## config.mk

```make
export PLATFORM = sky130hd
export DESIGN_NAME = pair_copy_diagonal_merge_flat
export DESIGN_NICKNAME = d
export VERILOG_FILES = /design/src/hw/rtl/pcdm_pkg.sv /design/src/hw/rtl/pcdm_in_if.sv /design/src/hw/rtl/pcdm_out_if.sv /design/src/hw/rtl/pcdm_fifo.sv /design/src/hw/rtl/pcdm_front.sv /design/src/hw/rtl/pcdm_back.sv /design/src/hw/rtl/pair_copy_diagonal_merge.sv /design/src/flat_wrapper.sv
export SDC_FILE = /design/constraint.sdc
export NUM_CORES = 1
export LEC_CHECK = 0
export BUFFER_PORTS_ARGS = -buffer_cell sky130_fd_sc_hd__buf_2
export CORE_ASPECT_RATIO = 0.7
export CORE_MARGIN = 8
export CORE_UTILIZATION = 50
export CTS_BUF_LIST = sky130_fd_sc_hd__clkbuf_4 sky130_fd_sc_hd__clkbuf_8
export CTS_CLUSTER_DIAMETER = 100
export DETAILED_ROUTE_END_ITERATION = 10
export PLACE_DENSITY = 0.74
export SYNTH_ARGS = -nofsm -noshare
export SYNTH_HDL_FRONTEND = slang
export SYNTH_HIERARCHICAL = 1
export SYNTH_SLANG_ARGS = --single-unit
export TNS_END_PERCENT = 10
```

## constraint.sdc

```tcl
create_clock -name clk -period 21.8 [get_ports clk]
set_clock_uncertainty 0.05 [all_clocks]
set_input_delay 2.18 -clock clk [delete_from_list [all_inputs] [get_ports clk]]
set_output_delay 2.18 -clock clk [all_outputs]
set_load 0.03 [all_outputs]
```

## src/hw/rtl/pcdm_pkg.sv

```systemverilog
// Package of the pair copy diagonal merge block: widths, defaults and queue word layout.
package pcdm_pkg;

  localparam int KEY_BITS_DEF  = 32;
  localparam int SUM_BITS_DEF  = 32;
  localparam int QUEUE_DEPTH   = 4;
  localparam int PORT_KEY_BITS = 32;
  localparam int DIAG_BITS     = 16;
  localparam int SCORE_BITS    = 16;
  localparam logic [SCORE_BITS-1:0] SCORE_CAP = 16'hFFFF;

  // Classification the front attaches to every edge it passes on.
  typedef struct packed {
    logic flush;     // a different pair was held: emit it before this edge
    logic open_new;  // this edge opens a new group
    logic eob;       // this edge ends the bucket
  } cmd_flags_t;

  function automatic int cmd_bits(input int key_bits);
    return $bits(cmd_flags_t) + 2 * key_bits + DIAG_BITS + 1 + SCORE_BITS;
  endfunction

endpackage

```

## src/hw/rtl/pcdm_in_if.sv

```systemverilog
// Input channel of the pair copy diagonal merge block: one candidate edge per word.
interface pcdm_in_if;
  logic                                 valid;
  logic                                 ready;
  logic [pcdm_pkg::PORT_KEY_BITS-1:0]   rep_key;
  logic [pcdm_pkg::PORT_KEY_BITS-1:0]   member_key;
  logic signed [pcdm_pkg::DIAG_BITS-1:0] diag_in;
  logic                                 strand_in;
  logic [pcdm_pkg::SCORE_BITS-1:0]      kmer_score;
  logic                                 end_of_bucket;

  modport source (
    output valid, rep_key, member_key, diag_in, strand_in, kmer_score, end_of_bucket,
    input  ready
  );
  modport sink (
    input  valid, rep_key, member_key, diag_in, strand_in, kmer_score, end_of_bucket,
    output ready
  );
endinterface

```

## src/hw/rtl/pcdm_out_if.sv

```systemverilog
// Output channel of the pair copy diagonal merge block: one merged edge per word.
interface pcdm_out_if;
  logic                                 valid;
  logic                                 ready;
  logic [pcdm_pkg::PORT_KEY_BITS-1:0]   out_rep;
  logic [pcdm_pkg::PORT_KEY_BITS-1:0]   out_member;
  logic signed [pcdm_pkg::DIAG_BITS-1:0] out_diagonal;
  logic                                 out_strand;
  logic [pcdm_pkg::SCORE_BITS-1:0]      merged_score;
  logic                                 last_of_bucket;

  modport source (
    output valid, out_rep, out_member, out_diagonal, out_strand, merged_score, last_of_bucket,
    input  ready
  );
  modport sink (
    input  valid, out_rep, out_member, out_diagonal, out_strand, merged_score, last_of_bucket,
    output ready
  );
endinterface

```

## src/hw/rtl/pcdm_fifo.sv

```systemverilog
// Small command queue between the front and back parts of the merge block.
module pcdm_fifo #(
  parameter int WIDTH = 8,
  parameter int DEPTH = pcdm_pkg::QUEUE_DEPTH
) (
  input  logic             clk,
  input  logic             rst,
  input  logic             push,
  input  logic [WIDTH-1:0] push_data,
  output logic             full,
  input  logic             pop,
  output logic [WIDTH-1:0] pop_data,
  output logic             empty
);

  localparam int PTR_BITS = (DEPTH > 1) ? $clog2(DEPTH) : 1;
  localparam int CNT_BITS = $clog2(DEPTH + 1);
  localparam logic [PTR_BITS-1:0] LAST_PTR = PTR_BITS'(DEPTH - 1);
  localparam logic [CNT_BITS-1:0] FULL_CNT = CNT_BITS'(DEPTH);

  logic [WIDTH-1:0]    slots [DEPTH];
  logic [PTR_BITS-1:0] wr_ptr;
  logic [PTR_BITS-1:0] rd_ptr;
  logic [CNT_BITS-1:0] count;
  logic                do_push;
  logic                do_pop;

  assign full     = (count == FULL_CNT);
  assign empty    = (count == '0);
  assign do_push  = push && !full;
  assign do_pop   = pop && !empty;
  assign pop_data = slots[rd_ptr];

  always_ff @(posedge clk) begin
    if (rst) begin
      wr_ptr <= '0;
      rd_ptr <= '0;
      count  <= '0;
    end else begin
      if (do_push) begin
        wr_ptr <= (wr_ptr == LAST_PTR) ? '0 : wr_ptr + 1'b1;
      end
      if (do_pop) begin
        rd_ptr <= (rd_ptr == LAST_PTR) ? '0 : rd_ptr + 1'b1;
      end
      if (do_push && !do_pop) begin
        count <= count + 1'b1;
      end else if (do_pop && !do_push) begin
        count <= count - 1'b1;
      end
    end
  end

  always_ff @(posedge clk) begin
    if (do_push) begin
      slots[wr_ptr] <= push_data;
    end
  end

endmodule

```

## src/hw/rtl/pcdm_front.sv

```systemverilog
// Front part: accepts edges, tracks the held pair and classifies each edge for the back part.
module pcdm_front #(
  parameter int KEY_BITS = pcdm_pkg::KEY_BITS_DEF
) (
  input  logic                                    clk,
  input  logic                                    rst,
  pcdm_in_if.sink                                 in_edge,
  output logic                                    push,
  output logic [pcdm_pkg::cmd_bits(KEY_BITS)-1:0] push_data,
  input  logic                                    full
);

  logic [KEY_BITS-1:0]  held_rep;
  logic [KEY_BITS-1:0]  held_member;
  logic                 group_open;
  logic [KEY_BITS-1:0]  rep_k;
  logic [KEY_BITS-1:0]  mem_k;
  logic                 accept;
  pcdm_pkg::cmd_flags_t flags;

  assign in_edge.ready = !full;
  assign accept        = in_edge.valid && !full;
  assign push          = accept;

  assign rep_k = KEY_BITS'(in_edge.rep_key);
  assign mem_k = KEY_BITS'(in_edge.member_key);

  always_comb begin
    flags.flush    = group_open && ((rep_k != held_rep) || (mem_k != held_member));
    flags.open_new = !group_open || flags.flush;
    flags.eob      = in_edge.end_of_bucket;
  end

  assign push_data = {flags, rep_k, mem_k, in_edge.diag_in, in_edge.strand_in,
                      in_edge.kmer_score};

  always_ff @(posedge clk) begin
    if (rst) begin
      group_open <= 1'b0;
    end else if (accept) begin
      group_open <= !in_edge.end_of_bucket;
    end
  end

  always_ff @(posedge clk) begin
    if (accept) begin
      held_rep    <= rep_k;
      held_member <= mem_k;
    end
  end

endmodule

```

## src/hw/rtl/pcdm_back.sv

```systemverilog
// Back part: sums runs of equal diagonal, keeps the best run and emits merged edges.
module pcdm_back #(
  parameter int KEY_BITS = pcdm_pkg::KEY_BITS_DEF,
  parameter int SUM_BITS = pcdm_pkg::SUM_BITS_DEF
) (
  input  logic                                    clk,
  input  logic                                    rst,
  input  logic                                    cmd_valid,
  input  logic [pcdm_pkg::cmd_bits(KEY_BITS)-1:0] cmd_data,
  output logic                                    pop,
  pcdm_out_if.source                              out_edge
);

  localparam int DB = pcdm_pkg::DIAG_BITS;
  localparam int SB = pcdm_pkg::SCORE_BITS;

  pcdm_pkg::cmd_flags_t  c_flags;
  logic [KEY_BITS-1:0]   c_rep;
  logic [KEY_BITS-1:0]   c_mem;
  logic signed [DB-1:0]  c_diag;
  logic                  c_strand;
  logic [SB-1:0]         c_score;

  logic [KEY_BITS-1:0]   held_rep;
  logic [KEY_BITS-1:0]   held_member;
  logic signed [DB-1:0]  run_diagonal;
  logic [SUM_BITS-1:0]   run_sum;
  logic [SUM_BITS-1:0]   best_sum;
  logic signed [DB-1:0]  best_diagonal;
  logic                  best_strand;
  logic                  half;

  logic [KEY_BITS-1:0]   held_rep_next;
  logic [KEY_BITS-1:0]   held_member_next;
  logic [SUM_BITS-1:0]   run_sum_next;
  logic [SUM_BITS-1:0]   best_sum_next;
  logic signed [DB-1:0]  best_diagonal_next;
  logic                  best_strand_next;

  logic [SUM_BITS-1:0]   run_base;
  logic [SUM_BITS:0]     sum_wide;
  logic [SUM_BITS-1:0]   run_upd;
  logic                  out_free;
  logic                  emit_old;
  logic                  do_step;

  assign {c_flags, c_rep, c_mem, c_diag, c_strand, c_score} = cmd_data;

  // Saturating run update; a new diagonal restarts the run from zero.
  assign run_base = (c_diag != run_diagonal) ? '0 : run_sum;
  assign sum_wide = {1'b0, run_base} + (SUM_BITS + 1)'(c_score);
  assign run_upd  = sum_wide[SUM_BITS] ? '1 : sum_wide[SUM_BITS-1:0];

  always_comb begin
    held_rep_next      = held_rep;
    held_member_next   = held_member;
    best_sum_next      = best_sum;
    best_diagonal_next = best_diagonal;
    best_strand_next   = best_strand;
    if (c_flags.open_new) begin
      held_rep_next      = c_rep;
      held_member_next   = c_mem;
      run_sum_next       = SUM_BITS'(c_score);
      best_sum_next      = SUM_BITS'(c_score);
      best_diagonal_next = c_diag;
      best_strand_next   = c_strand;
    end else begin
      run_sum_next = run_upd;
      if (run_upd >= best_sum) begin
        best_sum_next      = run_upd;
        best_diagonal_next = c_diag;
        best_strand_next   = c_strand;
      end
    end
  end

  // A word that flushes the old pair emits it in the same cycle it is taken,
  // unless it also ends the bucket; then a first cycle emits the old pair.
  assign out_free = !out_edge.valid || out_edge.ready;
  assign emit_old = cmd_valid && c_flags.flush && !half && out_free;
  assign do_step  = cmd_valid && (!c_flags.eob || out_free) &&
                    (!c_flags.flush || half || (out_free && !c_flags.eob));
  assign pop      = do_step;

  always_ff @(posedge clk) begin
    if (rst) begin
      half           <= 1'b0;
      out_edge.valid <= 1'b0;
    end else begin
      if (emit_old && !do_step) begin
        half <= 1'b1;
      end else if (do_step) begin
        half <= 1'b0;
      end
      if (emit_old || (do_step && c_flags.eob)) begin
        out_edge.valid <= 1'b1;
      end else if (out_edge.ready) begin
        out_edge.valid <= 1'b0;
      end
    end
  end

  always_ff @(posedge clk) begin
    if (do_step) begin
      held_rep      <= held_rep_next;
      held_member   <= held_member_next;
      run_diagonal  <= c_diag;
      run_sum       <= run_sum_next;
      best_sum      <= best_sum_next;
      best_diagonal <= best_diagonal_next;
      best_strand   <= best_strand_next;
    end
    if (emit_old) begin
      out_edge.out_rep        <= pcdm_pkg::PORT_KEY_BITS'(held_rep);
      out_edge.out_member     <= pcdm_pkg::PORT_KEY_BITS'(held_member);
      out_edge.out_diagonal   <= best_diagonal;
      out_edge.out_strand     <= best_strand;
      out_edge.merged_score   <= (|best_sum[SUM_BITS-1:SB]) ? pcdm_pkg::SCORE_CAP
                                                             : best_sum[SB-1:0];
      out_edge.last_of_bucket <= 1'b0;
    end else if (do_step && c_flags.eob) begin
      out_edge.out_rep        <= pcdm_pkg::PORT_KEY_BITS'(held_rep_next);
      out_edge.out_member     <= pcdm_pkg::PORT_KEY_BITS'(held_member_next);
      out_edge.out_diagonal   <= best_diagonal_next;
      out_edge.out_strand     <= best_strand_next;
      out_edge.merged_score   <= (|best_sum_next[SUM_BITS-1:SB]) ? pcdm_pkg::SCORE_CAP
                                                                  : best_sum_next[SB-1:0];
      out_edge.last_of_bucket <= 1'b1;
    end
  end

endmodule

```

## src/hw/rtl/pair_copy_diagonal_merge.sv

```systemverilog
// Top level of the pair copy diagonal merge block.
// The in_edge channel takes candidate edges sorted by representative key, member
// key, diagonal and strand; the out_edge channel gives one merged edge per pair,
// with the best summed diagonal, its strand and the score capped at 65535.
// Both channels move a word when valid and ready are high at a rising edge of clk.
// Throughput is one input word per cycle while the queue is not full, also across
// pair changes. The front classifies each word in the cycle it is accepted and writes
// it to a four-word queue; the back takes one queued word a cycle while the output is
// free and does the saturating add and best-run compare; merged edges leave through
// the output register. A word that both closes the previous pair and ends the bucket
// gives two merged edges and holds the back for one output load of each.
// When out_edge stalls, the output register holds its word; words that produce no
// merged edge keep flowing, and in_edge.ready drops only once the queue is full.
// Synchronous reset clears the queue, the open-group flag and the output valid;
// in_edge.ready is high in the first cycle after reset.
module pair_copy_diagonal_merge #(
  parameter int KEY_BITS = pcdm_pkg::KEY_BITS_DEF,
  parameter int SUM_BITS = pcdm_pkg::SUM_BITS_DEF
) (
  input  logic       clk,
  input  logic       rst,
  pcdm_in_if.sink    in_edge,
  pcdm_out_if.source out_edge
);

  localparam int CMD_W = pcdm_pkg::cmd_bits(KEY_BITS);

  logic             push;
  logic [CMD_W-1:0] push_data;
  logic             full;
  logic             pop;
  logic [CMD_W-1:0] pop_data;
  logic             empty;

  pcdm_front #(
    .KEY_BITS (KEY_BITS)
  ) u_front (
    .clk       (clk),
    .rst       (rst),
    .in_edge   (in_edge),
    .push      (push),
    .push_data (push_data),
    .full      (full)
  );

  pcdm_fifo #(
    .WIDTH (CMD_W),
    .DEPTH (pcdm_pkg::QUEUE_DEPTH)
  ) u_queue (
    .clk       (clk),
    .rst       (rst),
    .push      (push),
    .push_data (push_data),
    .full      (full),
    .pop       (pop),
    .pop_data  (pop_data),
    .empty     (empty)
  );

  pcdm_back #(
    .KEY_BITS (KEY_BITS),
    .SUM_BITS (SUM_BITS)
  ) u_back (
    .clk       (clk),
    .rst       (rst),
    .cmd_valid (!empty),
    .cmd_data  (pop_data),
    .pop       (pop),
    .out_edge  (out_edge)
  );

endmodule

```

## src/flat_wrapper.sv

```systemverilog
// flat-port wrapper written by rule: the top's interface ports become plain ports
module pair_copy_diagonal_merge_flat 
#(
  parameter int KEY_BITS = pcdm_pkg::KEY_BITS_DEF,
  parameter int SUM_BITS = pcdm_pkg::SUM_BITS_DEF
)
  (clk, rst, in_edge_valid, in_edge_rep_key, in_edge_member_key, in_edge_diag_in, in_edge_strand_in, in_edge_kmer_score, in_edge_end_of_bucket, in_edge_ready, out_edge_valid, out_edge_out_rep, out_edge_out_member, out_edge_out_diagonal, out_edge_out_strand, out_edge_merged_score, out_edge_last_of_bucket, out_edge_ready);
  pcdm_in_if in_edge_i ();
  pcdm_out_if out_edge_i ();
  input  logic clk;
  input  logic rst;
  input wire logic [$bits(in_edge_i.valid)-1:0] in_edge_valid;
  input wire logic [$bits(in_edge_i.rep_key)-1:0] in_edge_rep_key;
  input wire logic [$bits(in_edge_i.member_key)-1:0] in_edge_member_key;
  input wire logic [$bits(in_edge_i.diag_in)-1:0] in_edge_diag_in;
  input wire logic [$bits(in_edge_i.strand_in)-1:0] in_edge_strand_in;
  input wire logic [$bits(in_edge_i.kmer_score)-1:0] in_edge_kmer_score;
  input wire logic [$bits(in_edge_i.end_of_bucket)-1:0] in_edge_end_of_bucket;
  output wire logic [$bits(in_edge_i.ready)-1:0] in_edge_ready;
  output wire logic [$bits(out_edge_i.valid)-1:0] out_edge_valid;
  output wire logic [$bits(out_edge_i.out_rep)-1:0] out_edge_out_rep;
  output wire logic [$bits(out_edge_i.out_member)-1:0] out_edge_out_member;
  output wire logic [$bits(out_edge_i.out_diagonal)-1:0] out_edge_out_diagonal;
  output wire logic [$bits(out_edge_i.out_strand)-1:0] out_edge_out_strand;
  output wire logic [$bits(out_edge_i.merged_score)-1:0] out_edge_merged_score;
  output wire logic [$bits(out_edge_i.last_of_bucket)-1:0] out_edge_last_of_bucket;
  input wire logic [$bits(out_edge_i.ready)-1:0] out_edge_ready;
  assign in_edge_i.valid = in_edge_valid;
  assign in_edge_i.rep_key = in_edge_rep_key;
  assign in_edge_i.member_key = in_edge_member_key;
  assign in_edge_i.diag_in = in_edge_diag_in;
  assign in_edge_i.strand_in = in_edge_strand_in;
  assign in_edge_i.kmer_score = in_edge_kmer_score;
  assign in_edge_i.end_of_bucket = in_edge_end_of_bucket;
  assign in_edge_ready = in_edge_i.ready;
  assign out_edge_valid = out_edge_i.valid;
  assign out_edge_out_rep = out_edge_i.out_rep;
  assign out_edge_out_member = out_edge_i.out_member;
  assign out_edge_out_diagonal = out_edge_i.out_diagonal;
  assign out_edge_out_strand = out_edge_i.out_strand;
  assign out_edge_merged_score = out_edge_i.merged_score;
  assign out_edge_last_of_bucket = out_edge_i.last_of_bucket;
  assign out_edge_i.ready = out_edge_ready;
  pair_copy_diagonal_merge #(.KEY_BITS(KEY_BITS), .SUM_BITS(SUM_BITS)) u_core (.clk(clk), .rst(rst), .in_edge(in_edge_i), .out_edge(out_edge_i));
endmodule
```

==> out/qor.csv <==
metric;value;unit
total of hold buffers inserted after clock tree synthesis;0;
class of the most critical setup path;flop to flop;
number of synthesized flops with an enable pin;722;
Worst-Skew Late Latency;720;ps
Critical Path AT;11350;ps
Die Wd;318.2;um
Setup crit end kind;flop;
Row Count;77;
post-synthesis net count;2063;
Cell Count, Final, Fillers Out;2974;
Final Setup Violations;0;
total half-perimeter wirelength after legalization and detailed placement;45570;um
critical path launch point type;flop;
vias in the first global route;17366;
share of synthesized area occupied by flip-flops and latches;0.6863;
number of violations of the max-capacitance limit;0;
met3 usage in global routing;0.05336;
Boundary Pins;202;
antenna-violating nets left;0;
antenna violations before repair;19;
time the worst path needs with I/O delays and setup;10840;ps
area occupied by multi-input gates;8767;sq um
buffers added on ports;201;
Leakage;12.15;nW
Yosys warning count;6;
Gates resized, CTS repair;0;
combined area of all synthesized cells;31970;sq um
most area-consuming cells after synthesis;edfxtp_1 68%, mux4_2 7.0%, mux2_2 5.7%;
count of state elements after synthesis;735;
length in cells of the worst reg-to-reg path;26;
post-synthesis cell type with the largest combined area;edfxtp_1;
vias;17172;
actual slew at the worst max-slew pin;1141;ps
floorplan die area;72410;sq um
worst hold path stage count;2;
status;complete, no violations;
Max Root-Sink Buffers;3;
number of buffers created by CTS;105;
Core Region;63200;sq um
share of final-layout standard cells stronger than drive strength 1;0.3143;
Final Hold Slack;418.7;ps
share of synthesized cell area in and, or, nand and nor gates;0.05339;
maximum net fanout on the critical path;50;
required time of the critical path;22320;ps
detailed-route DRC error count;0;
fill cell total of the finished layout;4910;
starting density of the core;0.5058;
Place WS;11030;ps
unique cell type count in the Yosys netlist;82;
clock tree from TritonCTS;done;
combinational family with the most area after synthesis;multiplexers;
die extent in y;227.6;um
share of Yosys cell area claimed by the top area cell type;0.6782;
post-synthesis adder-cell area fraction;0.02239;
worst stage delay on the critical path;1200;ps
Fin. Hold Viols;0;
final cycle utilization of the critical path;0.4971;
first-pass GRT wire length;108500;um
worst relative slew slack;0.2396;
fraction of registers with async set or reset after synthesis;0;
top_reg_cell synth;edfxtp_1;
post-detailed-route via-to-cell ratio;5.774;
final count of pins violating max slew;0;
number of design-rule violations left by the first detailed-router iteration;1523;
total global routing overflow;0;
drt wl/cell;24.23;um
weighted congestion at the end of routability-driven global placement;0.8365;
CTS Sinks;735;
cell with the biggest individual delay on the critical path;a311oi_2;
Worst Hold Launch;u_core/u_back/out_edge.last_of_bucket;
fraction of met2 tracks used by global routing;0.3069;
setup_tns;0;ps
number of iterations in the first detailed-routing pass;5;
multiplexer share of the synthesized area;0.1344;
root buf cell;clkbuf_8;
crit path setup slack, layout;10960;ps
met1 usage;0.2760;
synthesized instance count;1905;
number of nets in the layout;2221;
complex-gate fraction of the synthesized area;0.03620;
unrepaired setup endpoints after global routing;false;
type of the worst min-delay path;flop to flop;
largest net degree at the start of global routing;72;
Synth Area in XOR/XNOR;0.02603;
register area;21950;sq um
areal power density over the cells;145.0;nW/um^2
upper clock frequency limit;0.09227;GHz
overall global routing resource usage;0.1956;
final WL;72050;um
cell count after placement;2785;
area grow syn2layout;10.02;%
worst supply voltage drop on vdd;0.09189;mV
Most Crowded Layer GR;met2;
Avg Cell Area, Syn;16.78;sq um
Clock transition at path regs;70;ps
Setup Fix Bufs, Post-CTS;0;
H-tree depth reported by CTS;3;
==> through the flow <==
stage / util / power, mW / area (sq um)
floorplan: - / 3.569 / 31970
finish: 0.5565 / 5.099 / 35170
global route: 0.5563 / 5.364 / 35160
detailed placement: 0.5238 / 4.052 / 33110
CTS: 0.5563 / 5.150 / 35160
global placement: 0.5238 / 4.012 / 33110
==> area by class of cell <==
type,count,share of cell area
inverters,51,0.005585
well taps,829,0.02949
clock inverters,59,0.01231
diodes,4,0.0002846
multi-input cells,949,0.2493
clock buffers,126,0.04611
flip-flops and latches,735,0.6241
repair buffers,221,0.03287
==> cell usage after synthesis (6+ instances only) <==
library cell	n
and3_1	10
xnor2_1	72
buf_4	99
nor2_1	117
xor2_1	23
edfxtp_1	722
clkbuf_1	39
dfxtp_1	13
inv_1	49
a211oi_1	11
mux2_2	161
nor4_1	13
nor2b_1	7
mux4_2	100
mux2i_1	23
nand4_1	27
buf_2	13
and2_1	32
a31oi_1	27
nand2_1	60
a21oi_1	42
ha_1	54
nor3_1	30
buf_1	6
a21o_1	10
nand3_1	10
o21ai_0	32
buf_6	13
==> layout by cell type (no fill, tap or decap), types with 31 or more instances in the layout <==
cell        n
a21oi_1    42
and2_1     32
buf_2     201
clkbuf_8  108
clkinv_1   31
edfxtp_1  722
ha_1       54
inv_1      49
mux2_2    161
mux4_2     99
nand2_1    59
nor2_1    117
o21ai_0    32
xnor2_1    72
==> flip-flops by register name, indices dropped and copies added, names as in the netlist, 32 cells and up, named ones only <==
| signal | flops |
|---|---|
| u_core/u_back/held_rep | 32 |
| u_core/u_back/best_sum | 32 |
| u_core/u_queue/slots | 400 |
| u_core/u_back/held_member | 32 |
| u_core/u_back/run_sum | 32 |
| u_core/u_front/held_member | 32 |
| u_core/u_back/out_edge.out_rep | 32 |
| u_core/u_back/out_edge.out_member | 32 |
| u_core/u_front/held_rep | 32 |
==> power by group <==
part           internal (mW)  switching (mW)  leakage (nW)  total, mW
registers               2.14           0.177          6.85       2.32
logic                  0.624            1.07          4.23       1.69
clock network          0.563           0.524          1.07       1.09
total                   3.33            1.77          12.2       5.10
==> worst max-delay path, delay by kind of cell, from the launching register on <==
family / cells / cell delay, ps
mux: 1 / 660
flops: 1 / 440
compound gates: 11 / 4510
simple gates: 6 / 2000
fa+ha+maj: 3 / 670
buf+inv: 4 / 2130
xor+xnor: 1 / 170
==> logic make-up (layout without fill, tap and decap cells) <==
group	Yosys count	count (layout)
flops	735	735
other cells	0	4
simple gates	341	341
compound gates	173	173
xor+xnor	95	95
fa+ha+maj	56	56
buf+inv	221	457
mux	284	284
==> worst paths after layout <==
check                           slack (ps)                                       to
worst min register to register         420    u_core/u_back/out_edge.last_of_bucket
worst min-delay path                   420    u_core/u_back/out_edge.last_of_bucket
worst max-delay path                 10960  u_core/u_back/out_edge.merged_score[14]
worst max register to register       10960  u_core/u_back/out_edge.merged_score[14]
==> per-layer routing <==
metal  share of wire  up-vias
met5          0.0016        -
met4           0.014       18
met3           0.077      101
met2            0.46      611
met1            0.44     8794
li1                -     7648
Power figures use the tool's default switching activity.
